`src/hw/rtl/frr_pkg.sv`:
```
`default_nettype none

package frr_pkg;

   localparam int TIME_W = 64;
   localparam int LEN_W = 24;
   localparam int RATE_W = 10;
   localparam int DIV_W = RATE_W + 1;
   localparam int CARRY_W = DIV_W + 1;
   localparam int CSR_DATA_W = 32;
   localparam int CSR_ADDR_W = 4;
   localparam int CSR_IDX_W = CSR_ADDR_W - 2;

   localparam int FRR_MAX_REPEATS = 64;
   localparam int FRR_CMD_DEPTH = 2;
   localparam int FRR_RSP_DEPTH = 2;

   localparam logic [LEN_W-1:0] FRAME_LENGTH_RESET = LEN_W'(400000);
   localparam logic [RATE_W-1:0] FRAC_STEP_RESET = RATE_W'(0);
   localparam logic [RATE_W-1:0] FRAME_RATE_RESET = RATE_W'(25);

   localparam logic [CSR_IDX_W-1:0] REG_FRAME_LENGTH = CSR_IDX_W'(0);
   localparam logic [CSR_IDX_W-1:0] REG_FRAC_STEP = CSR_IDX_W'(1);
   localparam logic [CSR_IDX_W-1:0] REG_FRAME_RATE = CSR_IDX_W'(2);

   typedef enum logic {
      CMD_PASS,
      CMD_MEDIA
   } cmd_kind_type;

   typedef struct packed {
      logic is_media;
      logic signed [TIME_W-1:0] sample_stop;
   } req_type;

   typedef struct packed {
      logic signed [TIME_W-1:0] frame_start;
      logic signed [TIME_W-1:0] frame_stop;
      logic passthrough;
      logic truncated;
      logic last_of_run;
   } rsp_type;

   typedef struct packed {
      cmd_kind_type kind;
      logic [TIME_W-1:0] sample_stop;
   } cmd_type;

   typedef struct packed {
      logic [LEN_W-1:0] frame_length;
      logic [RATE_W-1:0] frac_step;
      logic [RATE_W-1:0] frame_rate;
   } cfg_type;

endpackage

`default_nettype wire

```
`src/hw/rtl/frame_rate_retimer.sv`:
```
`default_nettype none

// Retimes video sample events to a fixed output frame rate. A non-media beat
// yields one passthrough result; a media beat yields one output frame per
// frame period that ends at or before its stop time, up to MAX_REPEATS, with
// last_of_run on the final one. Input beats enter a command queue and results
// leave through a result queue, so both sides stall independently. While the
// result queue is not full, the frame engine emits one frame per cycle (two
// 64-bit adds and a compare per frame). After reset and after a write to
// frac_step or frame_rate the next media beat first goes through the serial
// divider to split the step; another division follows whenever the stored
// remainder is not below the frame rate. No clearing pass follows reset.
module frame_rate_retimer #(
   parameter int MAX_REPEATS = frr_pkg::FRR_MAX_REPEATS,
   parameter int CMD_DEPTH = frr_pkg::FRR_CMD_DEPTH,
   parameter int RSP_DEPTH = frr_pkg::FRR_RSP_DEPTH
) (
   input wire logic clock,
   input wire logic reset,
   input wire logic req_push,
   output logic req_full,
   input wire frr_pkg::req_type req_data,
   output logic rsp_empty,
   input wire logic rsp_pop,
   output frr_pkg::rsp_type rsp_data,
   input wire logic csr_psel,
   input wire logic csr_penable,
   input wire logic csr_pwrite,
   input wire logic [frr_pkg::CSR_ADDR_W-1:0] csr_paddr,
   input wire logic [frr_pkg::CSR_DATA_W-1:0] csr_pwdata,
   output logic [frr_pkg::CSR_DATA_W-1:0] csr_prdata,
   output logic csr_pready
);

   import frr_pkg::*;

   cfg_type cfg_ff, cfg_in;
   logic csr_wr;
   logic [CSR_IDX_W-1:0] csr_idx;
   logic ratio_stale;

   cmd_type cmd_push_data;
   cmd_type cmd_head;
   logic [$bits(cmd_type)-1:0] cmd_head_bits;
   logic cmd_empty;
   logic cmd_pop;

   rsp_type out_data;
   logic out_push;
   logic out_full;
   logic [$bits(rsp_type)-1:0] rsp_bits;

   assign csr_pready = 1'b1;
   assign csr_wr = csr_psel && csr_penable && csr_pwrite && csr_pready;
   assign csr_idx = csr_paddr[CSR_ADDR_W-1:2];
   assign ratio_stale = csr_wr && ((csr_idx == REG_FRAC_STEP) || (csr_idx == REG_FRAME_RATE));

   always_comb begin
      cfg_in = cfg_ff;
      csr_prdata = '0;
      case (csr_idx)
         REG_FRAME_LENGTH: begin
            csr_prdata = CSR_DATA_W'(cfg_ff.frame_length);
            if (csr_wr) begin
               cfg_in.frame_length = csr_pwdata[LEN_W-1:0];
            end
         end
         REG_FRAC_STEP: begin
            csr_prdata = CSR_DATA_W'(cfg_ff.frac_step);
            if (csr_wr) begin
               cfg_in.frac_step = csr_pwdata[RATE_W-1:0];
            end
         end
         REG_FRAME_RATE: begin
            csr_prdata = CSR_DATA_W'(cfg_ff.frame_rate);
            if (csr_wr) begin
               cfg_in.frame_rate = csr_pwdata[RATE_W-1:0];
            end
         end
         default: begin
            csr_prdata = '0;
         end
      endcase
   end

   always_ff @(posedge clock) begin
      if (reset) begin
         cfg_ff.frame_length <= FRAME_LENGTH_RESET;
         cfg_ff.frac_step <= FRAC_STEP_RESET;
         cfg_ff.frame_rate <= FRAME_RATE_RESET;
      end else begin
         cfg_ff <= cfg_in;
      end
   end

   always_comb begin
      cmd_push_data.kind = req_data.is_media ? CMD_MEDIA : CMD_PASS;
      cmd_push_data.sample_stop = req_data.sample_stop;
   end

   frr_fifo #(
      .WIDTH($bits(cmd_type)),
      .DEPTH(CMD_DEPTH)
   ) u_cmd_queue (
      .clock(clock),
      .reset(reset),
      .push(req_push),
      .full(req_full),
      .push_data(cmd_push_data),
      .pop(cmd_pop),
      .empty(cmd_empty),
      .pop_data(cmd_head_bits)
   );

   assign cmd_head = cmd_type'(cmd_head_bits);

   frr_back #(
      .MAX_REPEATS(MAX_REPEATS)
   ) u_back (
      .clock(clock),
      .reset(reset),
      .cfg(cfg_ff),
      .ratio_stale(ratio_stale),
      .cmd_empty(cmd_empty),
      .cmd(cmd_head),
      .cmd_pop(cmd_pop),
      .out_full(out_full),
      .out_push(out_push),
      .out_data(out_data)
   );

   frr_fifo #(
      .WIDTH($bits(rsp_type)),
      .DEPTH(RSP_DEPTH)
   ) u_rsp_queue (
      .clock(clock),
      .reset(reset),
      .push(out_push),
      .full(out_full),
      .push_data(out_data),
      .pop(rsp_pop),
      .empty(rsp_empty),
      .pop_data(rsp_bits)
   );

   assign rsp_data = rsp_type'(rsp_bits);

endmodule

`default_nettype wire

```
`src/hw/rtl/frr_fifo.sv`:
```
`default_nettype none

module frr_fifo #(
   parameter int WIDTH = 8,
   parameter int DEPTH = 2
) (
   input wire logic clock,
   input wire logic reset,
   input wire logic push,
   output logic full,
   input wire logic [WIDTH-1:0] push_data,
   input wire logic pop,
   output logic empty,
   output logic [WIDTH-1:0] pop_data
);

   localparam int PTR_W = (DEPTH > 1) ? $clog2(DEPTH) : 1;
   localparam int CNT_W = $clog2(DEPTH + 1);
   localparam logic [PTR_W-1:0] PTR_LAST = PTR_W'(DEPTH - 1);
   localparam logic [CNT_W-1:0] CNT_FULL = CNT_W'(DEPTH);

   logic [WIDTH-1:0] mem_ff [DEPTH];
   logic [PTR_W-1:0] wr_ptr_ff, wr_ptr_in;
   logic [PTR_W-1:0] rd_ptr_ff, rd_ptr_in;
   logic [CNT_W-1:0] cnt_ff, cnt_in;
   logic do_push;
   logic do_pop;

   assign full = (cnt_ff == CNT_FULL);
   assign empty = (cnt_ff == '0);
   assign pop_data = mem_ff[rd_ptr_ff];
   assign do_push = push && !full;
   assign do_pop = pop && !empty;

   always_comb begin
      wr_ptr_in = wr_ptr_ff;
      rd_ptr_in = rd_ptr_ff;
      cnt_in = cnt_ff;
      if (do_push) begin
         wr_ptr_in = (wr_ptr_ff == PTR_LAST) ? '0 : wr_ptr_ff + PTR_W'(1);
      end
      if (do_pop) begin
         rd_ptr_in = (rd_ptr_ff == PTR_LAST) ? '0 : rd_ptr_ff + PTR_W'(1);
      end
      if (do_push && !do_pop) begin
         cnt_in = cnt_ff + CNT_W'(1);
      end else if (do_pop && !do_push) begin
         cnt_in = cnt_ff - CNT_W'(1);
      end
   end

   always_ff @(posedge clock) begin
      if (reset) begin
         wr_ptr_ff <= '0;
         rd_ptr_ff <= '0;
         cnt_ff <= '0;
      end else begin
         wr_ptr_ff <= wr_ptr_in;
         rd_ptr_ff <= rd_ptr_in;
         cnt_ff <= cnt_in;
      end
      if (do_push) begin
         mem_ff[wr_ptr_ff] <= push_data;
      end
   end

endmodule

`default_nettype wire

```
`src/hw/rtl/frr_div.sv`:
```
`default_nettype none

module frr_div (
   input wire logic clock,
   input wire logic reset,
   input wire logic start,
   input wire logic [frr_pkg::DIV_W-1:0] dividend,
   input wire logic [frr_pkg::RATE_W-1:0] divisor,
   output logic done,
   output logic [frr_pkg::DIV_W-1:0] quotient,
   output logic [frr_pkg::RATE_W-1:0] remainder
);

   import frr_pkg::*;

   localparam int CNT_W = $clog2(DIV_W);
   localparam logic [CNT_W-1:0] CNT_FIRST = CNT_W'(DIV_W - 1);

   logic busy_ff, busy_in;
   logic done_ff, done_in;
   logic [CNT_W-1:0] cnt_ff, cnt_in;
   logic [DIV_W-1:0] quot_ff, quot_in;
   logic [RATE_W-1:0] part_ff, part_in;
   logic [RATE_W-1:0] dsr_ff, dsr_in;
   logic [DIV_W-1:0] trial;
   logic [DIV_W-1:0] diff;
   logic ge;

   assign done = done_ff;
   assign quotient = quot_ff;
   assign remainder = part_ff;

   always_comb begin
      trial = {part_ff, quot_ff[DIV_W-1]};
      ge = (trial >= {1'b0, dsr_ff});
      diff = trial - {1'b0, dsr_ff};
      busy_in = busy_ff;
      done_in = 1'b0;
      cnt_in = cnt_ff;
      quot_in = quot_ff;
      part_in = part_ff;
      dsr_in = dsr_ff;
      if (start) begin
         busy_in = 1'b1;
         cnt_in = CNT_FIRST;
         quot_in = dividend;
         part_in = '0;
         dsr_in = divisor;
      end else if (busy_ff) begin
         quot_in = {quot_ff[DIV_W-2:0], ge};
         part_in = ge ? diff[RATE_W-1:0] : trial[RATE_W-1:0];
         cnt_in = cnt_ff - CNT_W'(1);
         if (cnt_ff == '0) begin
            busy_in = 1'b0;
            done_in = 1'b1;
         end
      end
   end

   always_ff @(posedge clock) begin
      if (reset) begin
         busy_ff <= 1'b0;
         done_ff <= 1'b0;
         cnt_ff <= '0;
      end else begin
         busy_ff <= busy_in;
         done_ff <= done_in;
         cnt_ff <= cnt_in;
      end
      quot_ff <= quot_in;
      part_ff <= part_in;
      dsr_ff <= dsr_in;
   end

endmodule

`default_nettype wire

```
`src/hw/rtl/frr_back.sv`:
```
`default_nettype none

module frr_back #(
   parameter int MAX_REPEATS = frr_pkg::FRR_MAX_REPEATS
) (
   input wire logic clock,
   input wire logic reset,
   input wire frr_pkg::cfg_type cfg,
   input wire logic ratio_stale,
   input wire logic cmd_empty,
   input wire frr_pkg::cmd_type cmd,
   output logic cmd_pop,
   input wire logic out_full,
   output logic out_push,
   output frr_pkg::rsp_type out_data
);

   import frr_pkg::*;

   localparam int CNT_W = $clog2(MAX_REPEATS + 1);
   localparam logic [CNT_W-1:0] CNT_MAX = CNT_W'(MAX_REPEATS);
   localparam logic [TIME_W-1:0] TIME_SIGN = {1'b1, {(TIME_W-1){1'b0}}};

   typedef enum logic [1:0] {
      ST_IDLE,
      ST_DIV_FRAC,
      ST_DIV_REM,
      ST_RUN
   } state_type;

   state_type state_ff, state_in;
   logic [TIME_W-1:0] next_ff, next_in;
   logic [RATE_W-1:0] rem_ff, rem_in;
   logic qf_valid_ff, qf_valid_in;
   logic [CNT_W-1:0] count_ff, count_in;
   logic pend_valid_ff, pend_valid_in;
   logic [TIME_W-1:0] stop_ff, stop_in;
   logic [DIV_W-1:0] qf_ff, qf_in;
   logic [RATE_W-1:0] rf_ff, rf_in;
   logic [DIV_W-1:0] extra_ff, extra_in;
   logic [RATE_W-1:0] wrem_ff, wrem_in;
   logic [TIME_W-1:0] pend_start_ff, pend_start_in;
   logic [TIME_W-1:0] pend_stop_ff, pend_stop_in;

   logic div_start;
   logic [DIV_W-1:0] div_dividend;
   logic div_done;
   logic [DIV_W-1:0] div_q;
   logic [RATE_W-1:0] div_r;

   logic [RATE_W-1:0] rate_eff;
   logic rem_big;
   logic [TIME_W:0] fit_sum;
   logic fit_next;
   logic can_emit;
   logic [DIV_W-1:0] step_sum;
   logic step_ge;
   logic [DIV_W-1:0] step_diff;
   logic [RATE_W-1:0] rem_new;
   logic [CARRY_W-1:0] carry;
   logic [LEN_W:0] len_carry;
   logic [TIME_W:0] stop_sum;
   logic [TIME_W-1:0] stop_calc;

   frr_div u_div (
      .clock(clock),
      .reset(reset),
      .start(div_start),
      .dividend(div_dividend),
      .divisor(rate_eff),
      .done(div_done),
      .quotient(div_q),
      .remainder(div_r)
   );

   always_comb begin
      rate_eff = (cfg.frame_rate == '0) ? RATE_W'(1) : cfg.frame_rate;
      rem_big = (rem_ff >= rate_eff);
      fit_sum = {1'b0, next_ff} + (TIME_W+1)'(cfg.frame_length);
      fit_next = (fit_sum <= {1'b0, stop_ff});
      can_emit = fit_next && (count_ff != CNT_MAX);
      step_sum = {1'b0, wrem_ff} + {1'b0, rf_ff};
      step_ge = (step_sum >= {1'b0, rate_eff});
      step_diff = step_sum - {1'b0, rate_eff};
      rem_new = step_ge ? step_diff[RATE_W-1:0] : step_sum[RATE_W-1:0];
      carry = {1'b0, qf_ff} + {1'b0, extra_ff} + CARRY_W'(step_ge);
      len_carry = {1'b0, cfg.frame_length} + (LEN_W+1)'(carry);
      stop_sum = {1'b0, next_ff} + (TIME_W+1)'(len_carry);
      stop_calc = stop_sum[TIME_W] ? '1 : stop_sum[TIME_W-1:0];

      state_in = state_ff;
      next_in = next_ff;
      rem_in = rem_ff;
      qf_valid_in = qf_valid_ff;
      count_in = count_ff;
      pend_valid_in = pend_valid_ff;
      stop_in = stop_ff;
      qf_in = qf_ff;
      rf_in = rf_ff;
      extra_in = extra_ff;
      wrem_in = wrem_ff;
      pend_start_in = pend_start_ff;
      pend_stop_in = pend_stop_ff;
      cmd_pop = 1'b0;
      out_push = 1'b0;
      out_data = '0;
      div_start = 1'b0;
      div_dividend = {1'b0, cfg.frac_step};

      case (state_ff)
         ST_IDLE: begin
            if (!cmd_empty) begin
               if (cmd.kind == CMD_PASS) begin
                  if (!out_full) begin
                     cmd_pop = 1'b1;
                     out_push = 1'b1;
                     out_data.passthrough = 1'b1;
                     out_data.last_of_run = 1'b1;
                  end
               end else begin
                  cmd_pop = 1'b1;
                  stop_in = cmd.sample_stop ^ TIME_SIGN;
                  count_in = '0;
                  pend_valid_in = 1'b0;
                  if (!qf_valid_ff) begin
                     div_start = 1'b1;
                     div_dividend = {1'b0, cfg.frac_step};
                     state_in = ST_DIV_FRAC;
                  end else if (rem_big) begin
                     div_start = 1'b1;
                     div_dividend = {1'b0, rem_ff};
                     state_in = ST_DIV_REM;
                  end else begin
                     extra_in = '0;
                     wrem_in = rem_ff;
                     state_in = ST_RUN;
                  end
               end
            end
         end
         ST_DIV_FRAC: begin
            if (div_done) begin
               qf_in = div_q;
               rf_in = div_r;
               qf_valid_in = 1'b1;
               if (rem_big) begin
                  div_start = 1'b1;
                  div_dividend = {1'b0, rem_ff};
                  state_in = ST_DIV_REM;
               end else begin
                  extra_in = '0;
                  wrem_in = rem_ff;
                  state_in = ST_RUN;
               end
            end
         end
         ST_DIV_REM: begin
            if (div_done) begin
               extra_in = div_q;
               wrem_in = div_r;
               state_in = ST_RUN;
            end
         end
         ST_RUN: begin
            if (!pend_valid_ff || !out_full) begin
               if (pend_valid_ff) begin
                  out_push = 1'b1;
                  out_data.frame_start = $signed(pend_start_ff ^ TIME_SIGN);
                  out_data.frame_stop = $signed(pend_stop_ff ^ TIME_SIGN);
                  out_data.last_of_run = !can_emit;
                  out_data.truncated = !can_emit && fit_next && (count_ff == CNT_MAX);
               end
               if (can_emit) begin
                  pend_valid_in = 1'b1;
                  pend_start_in = next_ff;
                  pend_stop_in = stop_calc;
                  next_in = stop_calc;
                  count_in = count_ff + CNT_W'(1);
                  wrem_in = rem_new;
                  rem_in = rem_new;
                  extra_in = '0;
               end else begin
                  pend_valid_in = 1'b0;
                  state_in = ST_IDLE;
               end
            end
         end
         default: begin
            state_in = ST_IDLE;
         end
      endcase

      if (ratio_stale) begin
         qf_valid_in = 1'b0;
      end
   end

   always_ff @(posedge clock) begin
      if (reset) begin
         state_ff <= ST_IDLE;
         next_ff <= TIME_SIGN;
         rem_ff <= '0;
         qf_valid_ff <= 1'b0;
         count_ff <= '0;
         pend_valid_ff <= 1'b0;
      end else begin
         state_ff <= state_in;
         next_ff <= next_in;
         rem_ff <= rem_in;
         qf_valid_ff <= qf_valid_in;
         count_ff <= count_in;
         pend_valid_ff <= pend_valid_in;
      end
      stop_ff <= stop_in;
      qf_ff <= qf_in;
      rf_ff <= rf_in;
      extra_ff <= extra_in;
      wrem_ff <= wrem_in;
      pend_start_ff <= pend_start_in;
      pend_stop_ff <= pend_stop_in;
   end

endmodule

`default_nettype wire
```
`config.mk`:
```
export PLATFORM = sky130hd
export DESIGN_NAME = frame_rate_retimer
export DESIGN_NICKNAME = d
export VERILOG_FILES = /design/src/hw/rtl/frr_pkg.sv /design/src/hw/rtl/frame_rate_retimer.sv /design/src/hw/rtl/frr_fifo.sv /design/src/hw/rtl/frr_div.sv /design/src/hw/rtl/frr_back.sv
export SDC_FILE = /design/constraint.sdc
export NUM_CORES = 1
export LEC_CHECK = 0
export ABC_AREA = 0
export BUFFER_PORTS_ARGS = -buffer_cell sky130_fd_sc_hd__buf_2
export CORE_MARGIN = 5
export CORE_UTILIZATION = 50
export CTS_CLUSTER_DIAMETER = 200
export DETAILED_ROUTE_END_ITERATION = 6
export PLACE_DENSITY = 0.68
export RECOVER_POWER = 100
export SLEW_MARGIN = 30
export SYNTH_ARGS = -nofsm -noshare
export SYNTH_HDL_FRONTEND = slang
export SYNTH_SLANG_ARGS = --single-unit
```
`constraint.sdc`:
```
create_clock -name clock -period 12.3 [get_ports clock]
set_clock_uncertainty 0.2 [all_clocks]
set_input_delay 3.075 -clock clock [delete_from_list [all_inputs] [get_ports clock]]
set_output_delay 3.075 -clock clock [all_outputs]
set_load 0.01 [all_outputs]
```
* Yosys cells after proc, flatten, opt, wreduce, memory -nomap -nowiden
Memories as Yosys holds them, arrays and structs flattened. A register that Yosys moved wholly into a read port is not among the register bits.
Cells that the tools add are included.
** Word-level totals
- Memories :: 2
- Output and inout port bits :: 166
- Bits in writable memories :: 392
- Flip-flop bits (word level) :: 408
- Word-level logic and storage cells :: 220
** Operators by class
- $lt $le $gt $ge :: 4
- Equality and inequality tests :: 17
- Bitwise gates (word level) :: 5
- Muxes and demuxes :: 96
- Add/subtract/negate cells :: 18
- Reductions and logical operators :: 49
** Memories
- u_rsp_queue.mem_ff :: words 2, width 131, rd ports 1, clocked after Yosys merged registers in 1, write ports 1, line frr_fifo.sv:22 : logic [WIDTH-1:0] mem_ff [DEPTH];
- u_cmd_queue.mem_ff :: words 2, width 65, rd ports 1, clocked after Yosys merged registers in 1, write ports 1, line frr_fifo.sv:22
** Operator list (count)
- $mux 128 :: 3
- $mux 11 :: 13
- $mux 10 :: 13
- $pmux 24 s3 :: 1
- $add 64x24->65 :: 1
- $add 64x25->65 :: 1
- $le 65x64->1 :: 1
- $mux 64 :: 1
- $pmux 11 s4 :: 1
- $pmux 10 s4 :: 1
- $mux 1 :: 37
- $mux 7 :: 4
- $mux 2 :: 13
- $add 24x12->25 :: 1
- $ge 11x10->1 :: 2
- $pmux 11 s2 :: 1
- $sub 10x10->10 :: 2
- $logic_and 1x1->1 :: 14
- $pmux 7 s2 :: 1
- $add 11x11->12 :: 1
- $add 12x1->12 :: 1
- $add 10x10->11 :: 1
- $eq 2x2->1 const B :: 5
- $ge 10x10->1 :: 1
- 28 further kinds :: 69

* Logic depth before layout (Yosys ltp)
- Depth after elaboration :: 10
- Depth in mapped cells :: 29

* Hierarchy
A second synthesis with hierarchy kept.
** Unflattened totals
- Cells, all modules :: 3161
- Area, all modules :: 39349.0 um^2
** Modules (own cells, without submodules)
- frr_back :: instances 1, sequential area each 8728.4 um^2, cells an instance 2097, area an instance 20244.4 um^2
- frr_fifo at u_rsp_queue :: instances 1, sequential area each 7967.6 um^2, cells an instance 433, area an instance 10045.9 um^2
- frr_fifo at u_cmd_queue :: instances 1, sequential area each 4003.8 um^2, cells an instance 227, area an instance 4901.0 um^2
- frame_rate_retimer :: instances 1, sequential area each 880.8 um^2, cells an instance 235, area an instance 2258.4 um^2
- frr_div :: instances 1, sequential area each 950.9 um^2, cells an instance 169, area an instance 1899.3 um^2

* Worst setup path after synthesis
OpenSTA, ideal clock, no wires.
- Path kind :: reg-to-reg
- From :: register u_back.state_ff[0]
- To :: memory u_rsp_queue.mem_ff[0][0] in the netlist's numbering (enable)
- Data required time :: 11.318 ns
- Cell stages (with the launch flop) :: 8
- Slack :: 1.075 ns
- Arrival time :: 10.243 ns
- Library setup time :: 0.782 ns
- Path through :: dfxtp_1 -> inv_1 -> ha_1 -> clkbuf_1 -> o21ai_0 -> nor3b_1 -> nor2_1 -> nor3_1
** Between the ends
- Word-level cells in the longest chain between the ends :: 5
** Ends and longest elaborated chain
- start: declaration :: line frr_back.sv:31 : state_type state_ff, state_in;
- start signal: assignment :: line frr_back.sv:207 : state_ff <= state_in;
- $eq 2x2->1 / $logic_not 2->1 (equally long branches) :: line frr_back.sv:110 : case (state_ff)
- $pmux 1 s2 * :: line frr_back.sv:110
- $logic_and 1x1->1 * :: line frr_fifo.sv:32 : assign do_push = push && !full;
- $mux 1 * :: line frr_fifo.sv:62 : if (do_push) begin
- $mux 1 (not written as such) * :: line frr_fifo.sv:63 : mem_ff[wr_ptr_ff] <= push_data;
- end: declaration :: line frr_fifo.sv:22
Mark *: on every way between the ends. The rest lies on a longest branch, timed or not.

* Final worst setup path
- From :: register u_back.wrem_ff[0]
- To :: register u_back.next_ff[48]
** Between the ends
- Word-level cells in the longest chain between the ends :: 6
** Ends and longest elaborated chain
- start: declaration :: line frr_back.sv:41 : logic [RATE_W-1:0] wrem_ff, wrem_in;
- start signal: assignment :: line frr_back.sv:218 : wrem_ff <= wrem_in;
- $add 10x10->11 :: line frr_back.sv:82 : step_sum = {1'b0, wrem_ff} + {1'b0, rf_ff};
- $ge 11x10->1 :: line frr_back.sv:83 : step_ge = (step_sum >= {1'b0, rate_eff});
- $add 12x1->12 :: line frr_back.sv:86 : carry = {1'b0, qf_ff} + {1'b0, extra_ff} + CARRY_W'(step_ge);
- $add 24x12->25 :: line frr_back.sv:87 : len_carry = {1'b0, cfg.frame_length} + (LEN_W+1)'(carry);
- $add 64x25->65 :: line frr_back.sv:88 : stop_sum = {1'b0, next_ff} + (TIME_W+1)'(len_carry);
- $mux 64 :: line frr_back.sv:89 : stop_calc = stop_sum[TIME_W] ? '1 : stop_sum[TIME_W-1:0];
- end signal: assignment :: line frr_back.sv:208 : next_ff <= next_in;
- end: declaration :: line frr_back.sv:32 : logic [TIME_W-1:0] next_ff, next_in;
Every way passes these cells.
A chain may end at the register's enable or synchronous reset.

==> impl_results.md <==
- Largest net degree at the start of global routing: around 130
- Die Area: 0.0819 mm2
- CP bufs+invs: 4
- Hold Buf Count CTS: 0
- TritonCTS buffer count: between 80 and 90
- Cell Pwr Density: 197 mW/mm2
- Avg Inst Size Synth: 12.3 um2
- Final min period: 9.76 ns
- Vias/cell: roughly 5.7
- Setup Viol. Count Final: 0
- Most common cell in the netlist: edfxtp_1
- Post_cts resized: 0
- Crit-path slowest cell: clkbuf_1
- Max VDD drop: between 0.00015 and 0.0002 V
- DRC: 0
- Status: complete, but fails checks
- Initial antenna violation count: 8
- Layout cell share with drive strength beyond 1: 0.125
- Clk root buf: clkbuf_16
- CP required: approximately 12 ns
- Avg WL per Cell: about 21 um
- Clock tree buffer depth: 3
- Yosys warnings: 0
- Setup crit start kind: flip-flop
- Internal power: slightly below 6 mW
- WP data arrival: 9.88 ns
- IO buf count: 254
- CTS tree: yes
- Sequential share of power: 0.438
- Fin Setup TNS: 0 ns
- Sequential-to-total area share from yosys stat: 0.590
- Synth top area share: 0.509
- Final HPWL DP: about 65 mm
- Core Area: 0.0758 mm2
- GRT Residual Overflow: 0
- CTS clk-pin slew, worst paths: roughly 0.060 ns
- Synthesized cell area: 0.0382 mm2
- Finished Cell Area: around 0.043 mm2
- Vias post-DR: 24.8k
- Layout Area Growth over Synthesis: 12.2%
- Async S/R FF share, synth: 0
- Initial Utilization: 0.503
- Num rows: 101
- Synth top area cells: edfxtp_1 (51%), dfxtp_1 (8.1%), mux2_2 (6.0%), ha_1 (5.9%), nand2_1 (3.0%)
- Top flip-flop cell by instance count after synthesis: edfxtp_1
- Placer congestion estimate: 0.899
- Cell taking the most area after synthesis: edfxtp_1
- Slew headroom: -2.15
- Synthesized instance count: just over 3k
- Count of cell types in the netlist: 86
- Drt pass-1 iters: 7
- Maxcap violations: 12
- Comb pwr share: 0.254
- Clock share of power: 0.309
- Die Y: 286 um
- Failing checks: max-capacitance violations, max-slew violations
- Critical path type: flip-flop to flip-flop
- Clk_lat worst skew: 0.62 ns
- #FFs+latches synth: 802
- Final Hold Fails: 0
- RSZ-0062 raised after global routing: no
- Inst Count DP: 4202
- Lkg Pwr: approximately 16 nW
- I/O pins: 274
- Net Sw Frac: 0.303
- Post-DP Area: 0.0402 mm2
- Worst min-delay path category: flip-flop to flip-flop
- Total Wirelength: 92.1 mm
- DRT iter0 DRCs: approximately 2.2k
- Vias in the first global route: 24.5k
- CTS H-Tree Depth: 3
- Post-synth EDFFs: 647
- Final nets: between 3k and 4k
- Slew @ Worst Pin: between 4 and 5 ns
- Post-route non-filler standard cell count: 4360
- Fin. max-slew vios: 805
- Critical path capture point type: flip-flop
- Gr usage total: 0.221
- Synth top cells by count: edfxtp_1 (647), nand2_1 (308), mux2_2 (203), nor2_1 (189), ha_1 (180)
- Power Total: 8.45 mW
- Chip Width: 286 um
- Critical-path maximum fanout: 33
- Final Cycle Share: 0.794
- Clock Sinks: 802
- Global-route wire length before repair: 143 mm
- F_max: 0.102 GHz
- Antenna Nets Post-Route: 0
- NetSw: ~2.6 mW
- Top delay family on crit path: compound AO/OA/AOI/OAI gates
- Worst path max stage delay: 1.34 ns
- Setup bufs post-CTS: 0
-- metal layers --
layer,track usage,routed length [um],vias to the layer above,share of wire
met5,0,7,-,0.000076
met4,0.0558,1870,2,0.020
met3,0.0397,6990,116,0.076
met2,0.340,41300,924,0.45
met1,0.328,41900,12100,0.45
li1,-,-,11700,-
-- state kept, by name, summed over array words and instances, names as in the netlist, 4 cells and up, named ones only --
name / count
u_back.u_div.dsr_ff: 10
u_back.rem_ff: 10
u_back.pend_start_ff: 64
u_back.stop_ff: 64
u_back.u_div.remainder: 10
u_back.qf_ff: 11
u_back.rf_ff: 10
cfg_ff: 44
u_back.count_ff: 7
u_back.next_ff: 64
u_back.u_div.cnt_ff: 4
u_cmd_queue.mem_ff: 130
u_back.extra_ff: 11
u_back.pend_stop_ff: 64
u_back.wrem_ff: 10
u_back.u_div.quotient: 11
u_rsp_queue.mem_ff: 262
-- power by group through the flow --
stage	logic [mW]	clock network, mW	registers, mW
3_5_place_dp	2.19	0	3.73
4_1_cts	2.21	2.67	3.68
3_3_place_gp	2.13	0	3.71
6_report	2.14	2.61	3.70
2_1_floorplan	1.55	0	3.66
5_1_grt	2.36	2.79	3.74
-- through the flow --
| stage | worst slack, ns | hold WS, ns | util |
|---|---|---|---|
| final | 2.54 | 0.271 | 0.565 |
| after global routing | 1.92 | 0.293 | 0.565 |
| after CTS | 4.03 | 0.275 | 0.568 |
| after detailed placement | 4.10 | 0.262 | 0.530 |
| after global placement | 4.26 | 0.253 | 0.530 |
| after floorplan | 1.08 | 0.203 | - |
-- area by class of cell --
cell class | instances | area [um2]
fillers | 6264 | 33000
flip-flops and latches | 802 | 22500
multi-input cells | 2003 | 14400
clock buffers | 106 | 2310
well taps | 978 | 1220
repair buffers | 275 | 1200
clock inverters | 50 | 581
inverters | 144 | 546
diodes | 2 | 5.00
-- cell usage in the layout (no fill, tap or decap), drive strengths merged, types with 83 or more instances in the layout --
master	netlist	routed
buf	55	118
o21ai	87	87
xnor2	83	83
and2	172	172
nor2	191	191
a21oi	174	174
nand2	308	308
inv	144	147
dfxtp	155	155
mux2	203	203
clkbuf	104	263
edfxtp	647	647
ha	180	180
-- final timing paths --
path         slack (ns)  cells after the start                 end                startpoint
max reg2reg        2.54                     28  u_back.next_ff[48]         u_back.wrem_ff[0]
min                0.27                      0     u_back.qf_ff[9]  u_back.u_div.quotient[9]
min reg2reg        0.27                      0     u_back.qf_ff[9]  u_back.u_div.quotient[9]
max                2.54                     28  u_back.next_ff[48]         u_back.wrem_ff[0]
-- kinds of logic after synthesis --
logic type      share of synthesized area
mux                                0.0620
other cells                      0.000197
xor+xnor                           0.0321
fa+ha+maj                          0.0795
buf+inv                            0.0331
flops                               0.590
simple gates                        0.121
compound gates                     0.0813
(Power assumes the default switching activity.)
